**config.mk**
```make
export PLATFORM = sky130hd
export DESIGN_NAME = sha256_stream_hasher_core_flat
export DESIGN_NICKNAME = d
export VERILOG_FILES = /design/src/hw/rtl/sha_pkg.sv /design/src/hw/rtl/sha_stream_if.sv /design/src/hw/rtl/sha_round.sv /design/src/hw/rtl/sha256_stream_hasher_core.sv /design/src/flat_wrapper.sv
export VERILOG_INCLUDE_DIRS = /design/src /design/src/hw/rtl
export SDC_FILE = /design/constraint.sdc
export NUM_CORES = 2
export LEC_CHECK = 0
export BUFFER_PORTS_ARGS = -buffer_cell sky130_fd_sc_hd__buf_2
export CAP_MARGIN = 15
export CORE_ASPECT_RATIO = 0.7
export CORE_MARGIN = 2
export CORE_UTILIZATION = 45
export CTS_BUF_LIST = sky130_fd_sc_hd__clkbuf_8 sky130_fd_sc_hd__clkbuf_16
export CTS_CLUSTER_DIAMETER = 30
export DETAILED_ROUTE_END_ITERATION = 8
export HOLD_SLACK_MARGIN = 0.15
export PLACE_DENSITY = 0.59
export SYNTH_ARGS = -nofsm -noshare
export SYNTH_HDL_FRONTEND = slang
export SYNTH_SLANG_ARGS = --single-unit
```
**constraint.sdc**
```tcl
create_clock -name i_clk -period 28.7 [get_ports i_clk]
set_input_delay 4.305 -clock i_clk [delete_from_list [all_inputs] [get_ports i_clk]]
set_output_delay 4.305 -clock i_clk [all_outputs]
set_load 0.01 [all_outputs]
```
**src/hw/rtl/sha256_stream_hasher_core_defines.svh**
```systemverilog
// Assertion macros shared by the SHA-256 stream hasher RTL.
// No dependencies; included by files that carry concurrent assertions.
`ifndef SHA256_STREAM_HASHER_CORE_DEFINES_SVH
`define SHA256_STREAM_HASHER_CORE_DEFINES_SVH
// Implication checked on every rising clock edge outside reset.
`define SHA_ASSERT_IMPL(label, clk, rst_n, pre, post) \
    label: assert property (@(posedge clk) disable iff (!rst_n) (pre) |-> (post)) \
        else $error("assertion failed");
// Next-cycle implication checked outside reset.
`define SHA_ASSERT_NEXT(label, clk, rst_n, pre, post) \
    label: assert property (@(posedge clk) disable iff (!rst_n) (pre) |=> (post)) \
        else $error("assertion failed");
`endif

```
**src/hw/rtl/sha_pkg.sv**
```systemverilog
// Package for the SHA-256 stream hasher: constants, round table and helpers.
// No dependencies.
package sha_pkg;

    localparam int unsigned WordW = 32;

    typedef logic [WordW-1:0] t_word;

    localparam logic [7:0] PadByte = 8'h80;

    // Round constants of the compression function.
    localparam t_word RoundConst [64] = '{
        32'h428a2f98, 32'h71374491, 32'hb5c0fbcf, 32'he9b5dba5, 32'h3956c25b,
        32'h59f111f1, 32'h923f82a4, 32'hab1c5ed5, 32'hd807aa98, 32'h12835b01,
        32'h243185be, 32'h550c7dc3, 32'h72be5d74, 32'h80deb1fe, 32'h9bdc06a7,
        32'hc19bf174, 32'he49b69c1, 32'hefbe4786, 32'h0fc19dc6, 32'h240ca1cc,
        32'h2de92c6f, 32'h4a7484aa, 32'h5cb0a9dc, 32'h76f988da, 32'h983e5152,
        32'ha831c66d, 32'hb00327c8, 32'hbf597fc7, 32'hc6e00bf3, 32'hd5a79147,
        32'h06ca6351, 32'h14292967, 32'h27b70a85, 32'h2e1b2138, 32'h4d2c6dfc,
        32'h53380d13, 32'h650a7354, 32'h766a0abb, 32'h81c2c92e, 32'h92722c85,
        32'ha2bfe8a1, 32'ha81a664b, 32'hc24b8b70, 32'hc76c51a3, 32'hd192e819,
        32'hd6990624, 32'hf40e3585, 32'h106aa070, 32'h19a4c116, 32'h1e376c08,
        32'h2748774c, 32'h34b0bcb5, 32'h391c0cb3, 32'h4ed8aa4a, 32'h5b9cca4f,
        32'h682e6ff3, 32'h748f82ee, 32'h78a5636f, 32'h84c87814, 32'h8cc70208,
        32'h90befffa, 32'ha4506ceb, 32'hbef9a3f7, 32'hc67178f2};

    // Initial hash value.
    localparam t_word InitHash [8] = '{
        32'h6a09e667, 32'hbb67ae85, 32'h3c6ef372, 32'ha54ff53a,
        32'h510e527f, 32'h9b05688c, 32'h1f83d9ab, 32'h5be0cd19};

    function automatic t_word ror(input t_word v, input int unsigned s);
        ror = (v >> s) | (v << (WordW - s));
    endfunction

    function automatic t_word sig0(input t_word x);
        sig0 = ror(x, 7) ^ ror(x, 18) ^ (x >> 3);
    endfunction

    function automatic t_word sig1(input t_word x);
        sig1 = ror(x, 17) ^ ror(x, 19) ^ (x >> 10);
    endfunction

    function automatic t_word bsig0(input t_word x);
        bsig0 = ror(x, 2) ^ ror(x, 13) ^ ror(x, 22);
    endfunction

    function automatic t_word bsig1(input t_word x);
        bsig1 = ror(x, 6) ^ ror(x, 11) ^ ror(x, 25);
    endfunction

endpackage

```
**src/hw/rtl/sha_stream_if.sv**
```systemverilog
// Valid/ready channel interfaces for the SHA-256 stream hasher.
// Depends on nothing but the clockless beat protocol.
interface sha_in_if;
    logic       valid;
    logic       ready;
    logic [7:0] data_byte;
    logic       last;
    logic       no_byte;
    modport source (output valid, output data_byte, output last, output no_byte, input ready);
    modport sink (input valid, input data_byte, input last, input no_byte, output ready);
endinterface

interface sha_out_if;
    logic        valid;
    logic        ready;
    logic [31:0] digest_word;
    logic [2:0]  word_index;
    logic        digest_last;
    modport source (output valid, output digest_word, output word_index, output digest_last,
                    input ready);
    modport sink (input valid, input digest_word, input word_index, input digest_last,
                  output ready);
endinterface

```
**src/hw/rtl/sha_round.sv**
```systemverilog
// One SHA-256 round plus the message schedule step; pure combinational.
// Depends on sha_pkg.
module sha_round (
    input  sha_pkg::t_word i_vars [8],
    input  sha_pkg::t_word i_w16,
    input  sha_pkg::t_word i_w15,
    input  sha_pkg::t_word i_w7,
    input  sha_pkg::t_word i_w2,
    input  sha_pkg::t_word i_blk,
    input  logic           i_use_blk,
    input  logic [5:0]     i_round,
    output sha_pkg::t_word o_vars [8],
    output sha_pkg::t_word o_wt
);
    sha_pkg::t_word wt, t1, t2, chs, mj;

    // Schedule word: block word for the first sixteen rounds, expanded after.
    assign wt = i_use_blk ? i_blk
                : i_w16 + sha_pkg::sig0(i_w15) + i_w7 + sha_pkg::sig1(i_w2);
    assign chs = (i_vars[4] & i_vars[5]) ^ (~i_vars[4] & i_vars[6]);
    assign mj  = (i_vars[0] & i_vars[1]) ^ (i_vars[0] & i_vars[2]) ^ (i_vars[1] & i_vars[2]);
    assign t1  = i_vars[7] + sha_pkg::bsig1(i_vars[4]) + chs + sha_pkg::RoundConst[i_round] + wt;
    assign t2  = sha_pkg::bsig0(i_vars[0]) + mj;
    assign o_wt = wt;

    always_comb begin
        o_vars[0] = t1 + t2;
        o_vars[1] = i_vars[0];
        o_vars[2] = i_vars[1];
        o_vars[3] = i_vars[2];
        o_vars[4] = i_vars[3] + t1;
        o_vars[5] = i_vars[4];
        o_vars[6] = i_vars[5];
        o_vars[7] = i_vars[6];
    end
endmodule

```
**src/hw/rtl/sha256_stream_hasher_core.sv**
```systemverilog
// Top level of the SHA-256 stream hasher: byte packing, padding, rounds, digest out.
// Depends on sha_pkg, sha_stream_if, sha_round and the defines header.
//
// Use: bytes enter on the input channel one per beat, with last marking the
// final beat of a message and no_byte marking a beat without data (so an
// empty message can end). Digest words leave on the output channel, word 0
// first, with digest_last on word 7.
// A byte that does not fill a block is simply stored. A byte that fills a
// block starts a compression: a load state fills the working variables, the
// round state runs the 64 rounds and a fold state adds the result into the
// hash; the block words sit in a 16-entry memory read one word per round.
// No input is taken during a compression. A last beat pads the message byte
// by byte (9 to 72 pad bytes) with one or two of the same compressions, then
// shows 8 digest beats.
// Reset clears the control state and loads the initial hash value; no
// clearing pass is needed. A stalled receiver simply holds the current
// digest beat; no new input is taken until all eight beats are gone.
`include "sha256_stream_hasher_core_defines.svh"
module sha256_stream_hasher_core (
    input logic i_clk,
    input logic i_rst_n,
    sha_in_if.sink    i_in,
    sha_out_if.source o_out
);
    localparam logic [2:0] StIdle = 3'd0;
    localparam logic [2:0] StPad  = 3'd1;
    localparam logic [2:0] StPre  = 3'd2;
    localparam logic [2:0] StRnd  = 3'd3;
    localparam logic [2:0] StFold = 3'd4;
    localparam logic [2:0] StOut  = 3'd5;

    logic [2:0]      r_state, n_state;
    logic [5:0]      r_pos;
    logic [5:0]      r_rnd;
    logic [63:0]     r_bits;
    logic [63:0]     r_len;
    logic            r_fin;
    logic [3:0]      r_padi;
    logic [2:0]      r_oidx;
    sha_pkg::t_word  r_hash [8];
    sha_pkg::t_word  r_vars [8];
    sha_pkg::t_word  r_sch  [16];
    sha_pkg::t_word  r_blk  [16];
    sha_pkg::t_word  r_rd;
    sha_pkg::t_word  r_part;
    sha_pkg::t_word  nv [8];
    sha_pkg::t_word  wt;

    logic       put;
    logic [7:0] put_byte;
    logic       accept;
    logic [5:0] sel_bit;

    assign accept = i_in.valid && i_in.ready;
    assign i_in.ready = (r_state == StIdle);

    // Byte to place this cycle: input byte, or a pad byte during padding.
    always_comb begin
        put = 1'b0;
        put_byte = i_in.data_byte;
        sel_bit = 6'd0;
        if (r_state == StIdle) begin
            put = accept && !i_in.no_byte;
        end else if (r_state == StPad) begin
            put = 1'b1;
            if (r_padi == 4'd0) begin
                put_byte = sha_pkg::PadByte;
            end else if (r_padi == 4'd1) begin
                put_byte = 8'h00;
            end else begin
                sel_bit = {r_padi[2:0] - 3'd2, 3'b000};
                put_byte = 8'(r_len >> (6'd56 - sel_bit));
            end
        end
    end

    // Partial word collects bytes; the block memory takes whole words.
    always_ff @(posedge i_clk) begin
        if (put) begin
            case (r_pos[1:0])
                2'd0:    r_part <= {put_byte, 24'h0};
                2'd1:    r_part[23:16] <= put_byte;
                2'd2:    r_part[15:8] <= put_byte;
                default: r_part <= r_part;
            endcase
            if (r_pos[1:0] == 2'd3) begin
                r_blk[r_pos[5:2]] <= {r_part[31:8], put_byte};
            end
        end
        r_rd <= r_blk[(r_state == StRnd) ? 4'(r_rnd + 6'd1) : 4'd0];
    end

    sha_round u_round (
        .i_vars    (r_vars),
        .i_w16     (r_sch[r_rnd[3:0]]),
        .i_w15     (r_sch[4'(r_rnd + 6'd1)]),
        .i_w7      (r_sch[4'(r_rnd + 6'd9)]),
        .i_w2      (r_sch[4'(r_rnd + 6'd14)]),
        .i_blk     (r_rd),
        .i_use_blk (r_rnd < 6'd16),
        .i_round   (r_rnd),
        .o_vars    (nv),
        .o_wt      (wt)
    );

    // Sequencer.
    always_comb begin
        n_state = r_state;
        case (r_state)
            StIdle: begin
                if (accept) begin
                    if (put && r_pos == 6'd63) begin
                        n_state = StPre;
                    end else if (i_in.last) begin
                        n_state = StPad;
                    end
                end
            end
            StPad: begin
                if (r_pos == 6'd63) begin
                    n_state = StPre;
                end
            end
            StPre:  n_state = StRnd;
            StRnd:  n_state = (r_rnd == 6'd63) ? StFold : StRnd;
            StFold: begin
                if (!r_fin) begin
                    n_state = StIdle;
                end else if (r_padi == 4'd10) begin
                    n_state = StOut;
                end else begin
                    n_state = StPad;
                end
            end
            StOut: begin
                if (o_out.ready && r_oidx == 3'd7) begin
                    n_state = StIdle;
                end
            end
            default: n_state = StIdle;
        endcase
    end

    always_ff @(posedge i_clk) begin
        if (!i_rst_n) begin
            r_state <= StIdle;
            r_pos   <= 6'd0;
            r_rnd   <= 6'd0;
            r_bits  <= 64'd0;
            r_fin   <= 1'b0;
            r_padi  <= 4'd0;
            r_oidx  <= 3'd0;
            for (int i = 0; i < 8; i++) begin
                r_hash[i] <= sha_pkg::InitHash[i];
            end
        end else begin
            r_state <= n_state;
            if (put) begin
                r_pos <= r_pos + 6'd1;
            end
            // Bit count and end-of-message capture.
            if (r_state == StIdle && accept) begin
                if (!i_in.no_byte) begin
                    r_bits <= r_bits + 64'd8;
                end
                if (i_in.last) begin
                    r_fin  <= 1'b1;
                    r_padi <= 4'd0;
                    r_len  <= r_bits + (i_in.no_byte ? 64'd0 : 64'd8);
                end
            end
            // Pad step: 0x80 once, zeros until slot 56, then eight length bytes.
            if (r_state == StPad) begin
                if (r_padi == 4'd0) begin
                    r_padi <= (r_pos == 6'd55) ? 4'd2 : 4'd1;
                end else if (r_padi == 4'd1) begin
                    if (r_pos == 6'd55) r_padi <= 4'd2;
                end else begin
                    r_padi <= r_padi + 4'd1;
                end
            end
            // Rounds.
            if (r_state == StPre) begin
                r_rnd <= 6'd0;
                r_vars <= r_hash;
            end
            if (r_state == StRnd) begin
                r_vars <= nv;
                r_sch[r_rnd[3:0]] <= wt;
                r_rnd <= r_rnd + 6'd1;
            end
            if (r_state == StFold) begin
                for (int i = 0; i < 8; i++) begin
                    r_hash[i] <= r_hash[i] + r_vars[i];
                end
                r_oidx <= 3'd0;
            end
            // Digest beats, then reload for the next message.
            if (r_state == StOut && o_out.ready) begin
                r_oidx <= r_oidx + 3'd1;
                if (r_oidx == 3'd7) begin
                    r_fin  <= 1'b0;
                    r_bits <= 64'd0;
                    r_pos  <= 6'd0;
                    for (int i = 0; i < 8; i++) begin
                        r_hash[i] <= sha_pkg::InitHash[i];
                    end
                end
            end
        end
    end

    assign o_out.valid       = (r_state == StOut);
    assign o_out.digest_word = r_hash[r_oidx];
    assign o_out.word_index  = r_oidx;
    assign o_out.digest_last = (r_oidx == 3'd7);

    `SHA_ASSERT_IMPL(a_rnd_only_in_run, i_clk, i_rst_n, r_state == StPre, r_pos == 6'd0)
    `SHA_ASSERT_NEXT(a_fold_after_last_round, i_clk, i_rst_n,
        r_state == StRnd && r_rnd == 6'd63, r_state == StFold)
    `SHA_ASSERT_IMPL(a_out_needs_fin, i_clk, i_rst_n, o_out.valid, r_fin)
    `SHA_ASSERT_IMPL(a_no_input_while_busy, i_clk, i_rst_n, r_state != StIdle, !i_in.ready)
endmodule
```
**src/flat_wrapper.sv**
```systemverilog
// flat-port wrapper written by rule: the top's interface ports become plain ports
module sha256_stream_hasher_core_flat 
  (i_clk, i_rst_n, i_in_valid, i_in_data_byte, i_in_last, i_in_no_byte, i_in_ready, o_out_valid, o_out_digest_word, o_out_word_index, o_out_digest_last, o_out_ready);
  sha_in_if i_in_i ();
  sha_out_if o_out_i ();
  input logic i_clk;
  input logic i_rst_n;
  input wire logic [$bits(i_in_i.valid)-1:0] i_in_valid;
  input wire logic [$bits(i_in_i.data_byte)-1:0] i_in_data_byte;
  input wire logic [$bits(i_in_i.last)-1:0] i_in_last;
  input wire logic [$bits(i_in_i.no_byte)-1:0] i_in_no_byte;
  output wire logic [$bits(i_in_i.ready)-1:0] i_in_ready;
  output wire logic [$bits(o_out_i.valid)-1:0] o_out_valid;
  output wire logic [$bits(o_out_i.digest_word)-1:0] o_out_digest_word;
  output wire logic [$bits(o_out_i.word_index)-1:0] o_out_word_index;
  output wire logic [$bits(o_out_i.digest_last)-1:0] o_out_digest_last;
  input wire logic [$bits(o_out_i.ready)-1:0] o_out_ready;
  assign i_in_i.valid = i_in_valid;
  assign i_in_i.data_byte = i_in_data_byte;
  assign i_in_i.last = i_in_last;
  assign i_in_i.no_byte = i_in_no_byte;
  assign i_in_ready = i_in_i.ready;
  assign o_out_valid = o_out_i.valid;
  assign o_out_digest_word = o_out_i.digest_word;
  assign o_out_word_index = o_out_i.word_index;
  assign o_out_digest_last = o_out_i.digest_last;
  assign o_out_i.ready = o_out_ready;
  sha256_stream_hasher_core u_core (.i_clk(i_clk), .i_rst_n(i_rst_n), .i_in(i_in_i), .o_out(o_out_i));
endmodule
```
Word level (Yosys, flattened, before mapping):

Memories as Yosys holds them, arrays and structs flattened. A register that Yosys moved wholly into a read port is not among the register bits.
Index checks and enable logic that the tools add are counted.
W data, S select, Z words.

* logic and storage cells: 189
* memory bits (writable): 1024
* memory bits (read-only): 2048
* bits in registers: 687
* memories: 3
* input port bits: 14

* shift operators: 1
* add/subtract/negate cells: 28
* equal/unequal tests: 18
* mux-type cells: 60
* reduce and logical (&&, ||, !) cells: 20
* order comparisons: 3
* bitwise operators: 29

Memory list
* (name not given): depth 64, bits a word 32, rd ports 1, clocked after Yosys merged registers in 0, write ports 0, line sha_round.sv:22 `assign t1 = i_vars[7] + sha_pkg::bsig1(i_vars[4]) + chs + sha_pkg::RoundConst[i_round] + wt;`
* u_core.r_blk: depth 16, bits a word 32, rd ports 1, clocked after Yosys merged registers in 1, write ports 1, line sha256_stream_hasher_core.sv:43 `sha_pkg::t_word r_blk [16];`
* u_core.r_sch: depth 16, bits a word 32, rd ports 4, clocked after Yosys merged registers in 1, write ports 1, line sha256_stream_hasher_core.sv:42 `sha_pkg::t_word r_sch [16];`

Operator list (number)
* $mux W256: 5
* $add A32 B32 Y32: 18
* $xor A32 B32 Y32: 9
* $mux W64: 4
* $and A32 B32 Y32: 5
* $mux W32: 5
* $bmux W32 S3: 1
* $add A64 B4 Y64 const B: 1
* $add A64 B64 Y64: 1
* $shr A64 B6 Y8: 1
* $mux W4: 10
* $mux W8: 4
* $not A32 Y32: 1
* $or A10 B32 Y32: 1
* $or A13 B32 Y32: 1
* $or A14 B32 Y32: 1
* $or A15 B32 Y32: 1
* $or A19 B32 Y32: 1
* $or A21 B32 Y32: 1
* $or A25 B32 Y32: 1
* $or A26 B32 Y32: 1
* $or A30 B32 Y32: 1
* $or A7 B32 Y32: 1
* $pmux W8 S2: 2
* other kinds (38): 82

Depth between registers and ports, before layout:

An unclocked memory read counts as a cell.

* depth in word-level cells: 12
* gate-level depth with buffers: 63
* mapped depth without buffers: 55

Cells and area by module:

From an unflattened synthesis, not the netlist that was laid out.

* cell total of the unflattened synthesis: 9150
* area total of the unflattened synthesis: 107072.7 µm²

Modules (own cells, without submodules)
* sha256_stream_hasher_core: instances 1, area an instance 89374.5 µm², cells each 6890
* sha_round: instances 1, area an instance 17698.2 µm², cells each 2260

Least setup slack after synthesis:

Ideal clock, no wire load.

* path kind: input to register
* start: input i_rst_n
* end: register u_core.r_vars[0] (netlist bit), enable pin
* slack: 12.618 ns
* data arrival time: 15.203 ns
* cell stages on the path: 3
* cells stage by stage: inv_2 > clkbuf_1 > nor2_1

* word-level cells in the longest chain between the ends: 1

Ends and longest elaborated chain
* from (decl): line flat_wrapper.sv:7 `input logic i_rst_n;`
* $reduce_and A2 Y1 (no line)
* to (signal assigned): line sha256_stream_hasher_core.sv:185 `r_vars <= r_hash;`
* to (signal assigned): line sha256_stream_hasher_core.sv:188 `r_vars <= nv;`
* to (decl): line sha256_stream_hasher_core.sv:41 `sha_pkg::t_word r_vars [8];`

No other way between the ends.
A chain may end at the register's enable or synchronous reset.

Worst setup path in the final report:

* start: register u_core.r_rnd[0]
* end: register u_core.r_vars[255] (netlist bit), data pin

* word-level cells in the longest chain between the ends: 12
* elaborated cells on any way between the ends: 25

Ends and longest elaborated chain
* from (decl): line sha256_stream_hasher_core.sv:34 `logic [5:0] r_rnd;`
* from (signal assigned): line sha256_stream_hasher_core.sv:190 `r_rnd <= r_rnd + 6'd1;`
* $add A6 B1 Y6: line sha256_stream_hasher_core.sv:96 `.i_w15 (r_sch[4'(r_rnd + 6'd1)]),`
* $mem_v2 Z16 W32
* $or A25 B32 Y32 or $or A14 B32 Y32 (tied branches): line sha_pkg.sv:33 `ror = (v >> s) | (v << (WordW - s));`
* $xor A32 B32 Y32: line sha_pkg.sv:37 `sig0 = ror(x, 7) ^ ror(x, 18) ^ (x >> 3);`
* $xor A32 B29 Y32: line sha_pkg.sv:37
* $add A32 B32 Y32 (3 in a row): line sha_round.sv:19 `: i_w16 + sha_pkg::sig0(i_w15) + i_w7 + sha_pkg::sig1(i_w2);`
* $mux W32: line sha_round.sv:18 `assign wt = i_use_blk ? i_blk`
* $add A32 B32 Y32 *: line sha_round.sv:22
* $add A32 B32 Y32 *: line sha_round.sv:27 `o_vars[0] = t1 + t2;`
* $mux W256 *: line sha256_stream_hasher_core.sv:187 `if (r_state == StRnd) begin`

Every way passes the cells marked *; elsewhere a longest branch is shown, timed or not. The select of a mux whose other input is x is not followed.

==> results.toml <==
[timing]
max_slew_margin_pct = 12.99
whs_ns = 0.4724
slew_violations = 0
tightestPinTransition_ns = 1.305
period_needed_ns = 15.77
timing.fmax_mhz = 63.43
rsz0062_at_grt = "false"
fin_worst_skew_ns = 0.06943
finalWorstSetupSlack_ns = 12.93
finalHoldViolations = 0
fin_crit_sh_pct = 54.93
setup_viol = 0
tns_ns = 0

[setup_path]
start_kind = "register"
worst_r2r_path_depth = 53
slowest_delay_ns = 0.87
cp-startpoint = "u_core.r_rnd[0]$_SDFFE_PN0N_"
regToRegStartpoint = "u_core.r_rnd[0]$_SDFFE_PN0N_"
crit_fanout = 123
cp_num_buf_inv = 13
cp_slowest_cell = "buf_4"
r2r-end = "u_core.r_vars[255]$_DFFE_PP_"
critPathCaptureType = "register"
cp.required_ns = 29.26
endpoint = "u_core.r_vars[255]$_DFFE_PP_"
path_class = "register to register"
cp.arrival_ns = 16.33
crit_family = "adder cells"
path_depth = 53
rrSetupSlack_ns = 12.93
cp_common_cell = "inv_1"

[synth]
synth_compound_area_share_pct = 11.33
async_reset_ff_share_pct = 0
syn-num-nets = 9839
synth_fa_ha_area_share_pct = 8.675
synth-warning-count = 0
seq_area_frac_synth_pct = 45.82
synth_cell_types = 89
synth_mux_area_share_pct = 15.08
synth_simple_gate_area_share_pct = 9.770
synth.area.top_cells = "edfxtp_1, mux4_2, dfxtp_1, ha_1, nand2_1"
synth_area_um2 = 105900
synth_top_family_by_area = "multiplexers"
synthXorXnorAreaFrac_pct = 5.634
post_synth.cell_area_avg_um2 = 11.50
synth_largest_area_cell = "edfxtp_1"
ys_seq_elements = 1741
synth_cells = 9211
synth_edf_count = 1365
ys.flop_type = "edfxtp_1"
synth_top_area_share_pct = 38.71

[routing]
wl_per_cell_um = 28.75
drcViolationCount = 0
vias = 79160
avgViaCountPerCell = 6.287
ant_nets = 0
drt_iter0_drc = 10310
drt_pre_antenna_iters = 6
finalWirelength_um = 361900

[clock_network]
clock_latency_ns = 0.89
numClockSinks = 1741
h-tree-depth = 5
clock_path_buffers = 4
cts_root_buffer = "clkbuf_16"
cts_tree = "yes"
cts_resized = 0
postCtsSetupRepairBufs = 0
cts_buffers = 353
postCtsHoldBufs = 0
clk_pin_slew_ns = 0.05

[layout]
areaGrowthSynthToFinish_pct = 14.52
fin_cells = 12590
fin_nets = 9849
drive_gt1_share_pct = 16.99

[global_routing]
gr-total-overflow = 0
grt_pass1_vias = 75430
grt_pass1_wl_um = 527300
grt_usage_pct = 29.81
antenna_found_initial = 11
grt_max_degree = 177

[power]
power_density_nw_per_um2 = 75.35
ir_drop_mv = 0.06408
power_mw = 9.136
leakagePower_nw = 44.52

[place]
io_buffers = 51
hpwl_um = 240200
placed_cells = 11940
post-place-ws_ns = 12.84
gp_congestion = 0.9650

[status]
outcome = "finished, final reports clean"

[die]
rows = 148
ios = 52
core_um2 = 233100
start_util_pct = 45.42
die_y_um = 409.9
die_x_um = 583.8
die_area_um2 = 239300

[flow_run]
drv_cap = 0

[hold_path]
holdCritPathClass = "register to register"
kinds of logic after synthesis:
| logic type | Yosys count |
|---|---|
| compound gates | 1950 |
| buf+inv | 1019 |
| flops | 1741 |
| simple gates | 2370 |
| fa+ha+maj | 618 |
| mux | 837 |
| xor+xnor | 676 |
sequential cells by signal (all words and copies together), names as in the netlist, 4 cells and up, named ones only:
| signal | flops |
|---|---|
| u_core.r_rd | 32 |
| u_core.r_padi | 4 |
| u_core.r_part | 24 |
| u_core.r_sch | 512 |
| u_core.r_len | 61 |
| u_core.r_vars | 256 |
| u_core.r_pos | 6 |
| u_core.r_blk | 512 |
| u_core.r_hash | 256 |
| u_core.r_bits | 61 |
| u_core.r_rnd | 6 |
cells in the mapped netlist, types with 8 or more instances:
| master | number |
|---|---|
| a21oi_1 | 680 |
| nor3_1 | 94 |
| a31o_2 | 10 |
| o21a_1 | 55 |
| a21o_1 | 202 |
| o21ai_0 | 437 |
| nand2_1 | 1313 |
| xor2_1 | 249 |
| a31oi_1 | 58 |
| xnor2_1 | 422 |
| dfxtp_1 | 376 |
| mux2_2 | 120 |
| clkbuf_1 | 410 |
| nand4_1 | 48 |
| o31a_1 | 8 |
| mux4_2 | 595 |
| or2_2 | 37 |
| and3_1 | 72 |
| inv_1 | 469 |
| a211oi_1 | 79 |
| nand2b_1 | 56 |
| edfxtp_1 | 1365 |
| mux2i_1 | 122 |
| nand3_1 | 159 |
| buf_2 | 31 |
| o21ai_1 | 11 |
| o311ai_0 | 19 |
| nor2_1 | 390 |
| and2_1 | 37 |
| o21bai_1 | 47 |
| and4_1 | 17 |
| o31ai_1 | 50 |
| fa_1 | 195 |
| ha_1 | 419 |
| o221ai_1 | 38 |
| buf_1 | 100 |
| nor2b_1 | 58 |
| a21boi_0 | 18 |
| o22ai_1 | 18 |
| o211ai_1 | 109 |
| or3_1 | 51 |
| nor3b_1 | 9 |
| a311oi_1 | 13 |
| a221oi_1 | 18 |
layout make-up:
type	instances	area [um2]
diodes	2	5.005
clock buffers	378	9234
clock inverters	270	2489
fillers	20000	111900
inverters	473	1775
multi-input cells	6451	53810
flip-flops and latches	1741	48550
well taps	3075	3847
repair buffers	201	1543
metal layers:
| layer | track usage [%] | routed length (um) | up-vias |
|---|---|---|---|
| met5 | 0 | 14 | - |
| met4 | 7.476 | 9003 | 2 |
| met3 | 7.687 | 41010 | 569 |
| met2 | 41.50 | 149500 | 4314 |
| met1 | 45.78 | 162400 | 40070 |
| li1 | - | - | 34210 |
worst min-delay path, cell delays in order, from the launching register on:
cell and delay (ns):
dfxtp_2 0.31, nand3_1 0.06, a21oi_1 0.06
placed cells by master (no fill, tap or decap), types with 363 or more instances in the layout:
cell      synthesis  routed
edfxtp_1       1365    1365
nand2_1        1313    1309
a21oi_1         680     680
mux4_2          595     595
inv_1           469     518
o21ai_0         437     429
xnor2_1         422     421
ha_1            419     415
nor2_1          390     363
dfxtp_1         376     363
power by group:
group / switching [mW] / leakage, nW / internal [mW]
combinational: 1.34 / 23.4 / 0.874
sequential: 0.0744 / 15.3 / 2.82
clock: 1.40 / 5.86 / 2.62
metrics by stage:
| step | cell area [um2] | util [%] |
|---|---|---|
| after floorplan | 105900 | - |
| after global placement | 109500 | 46.95 |
| after detailed placement | 109500 | 46.95 |
| after CTS | 121200 | 51.98 |
| after global routing | 121300 | 52.01 |
| final | 121300 | 52.01 |
worst min-delay path by stage:
stage	slack, ns	from	to	depth (start not counted)
floorplan	0.46	u_core.r_hash[163]$_SDFF_PN0_	u_core.r_hash[163]$_SDFF_PN0_	2
global placement	0.46	u_core.o_out.word_index[2]$_SDFFE_PN0P_	u_core.o_out.word_index[2]$_SDFFE_PN0P_	2
detailed placement	0.47	u_core.o_out.word_index[2]$_SDFFE_PN0P_	u_core.o_out.word_index[2]$_SDFFE_PN0P_	2
CTS	0.47	u_core.o_out.word_index[2]$_SDFFE_PN0P_	u_core.o_out.word_index[2]$_SDFFE_PN0P_	2
global route	0.50	u_core.o_out.word_index[2]$_SDFFE_PN0P_	u_core.o_out.word_index[2]$_SDFFE_PN0P_	2
finish	0.47	u_core.o_out.word_index[2]$_SDFFE_PN0P_	u_core.o_out.word_index[2]$_SDFFE_PN0P_	2
Note: power is estimated with default switching activity, not from simulation.
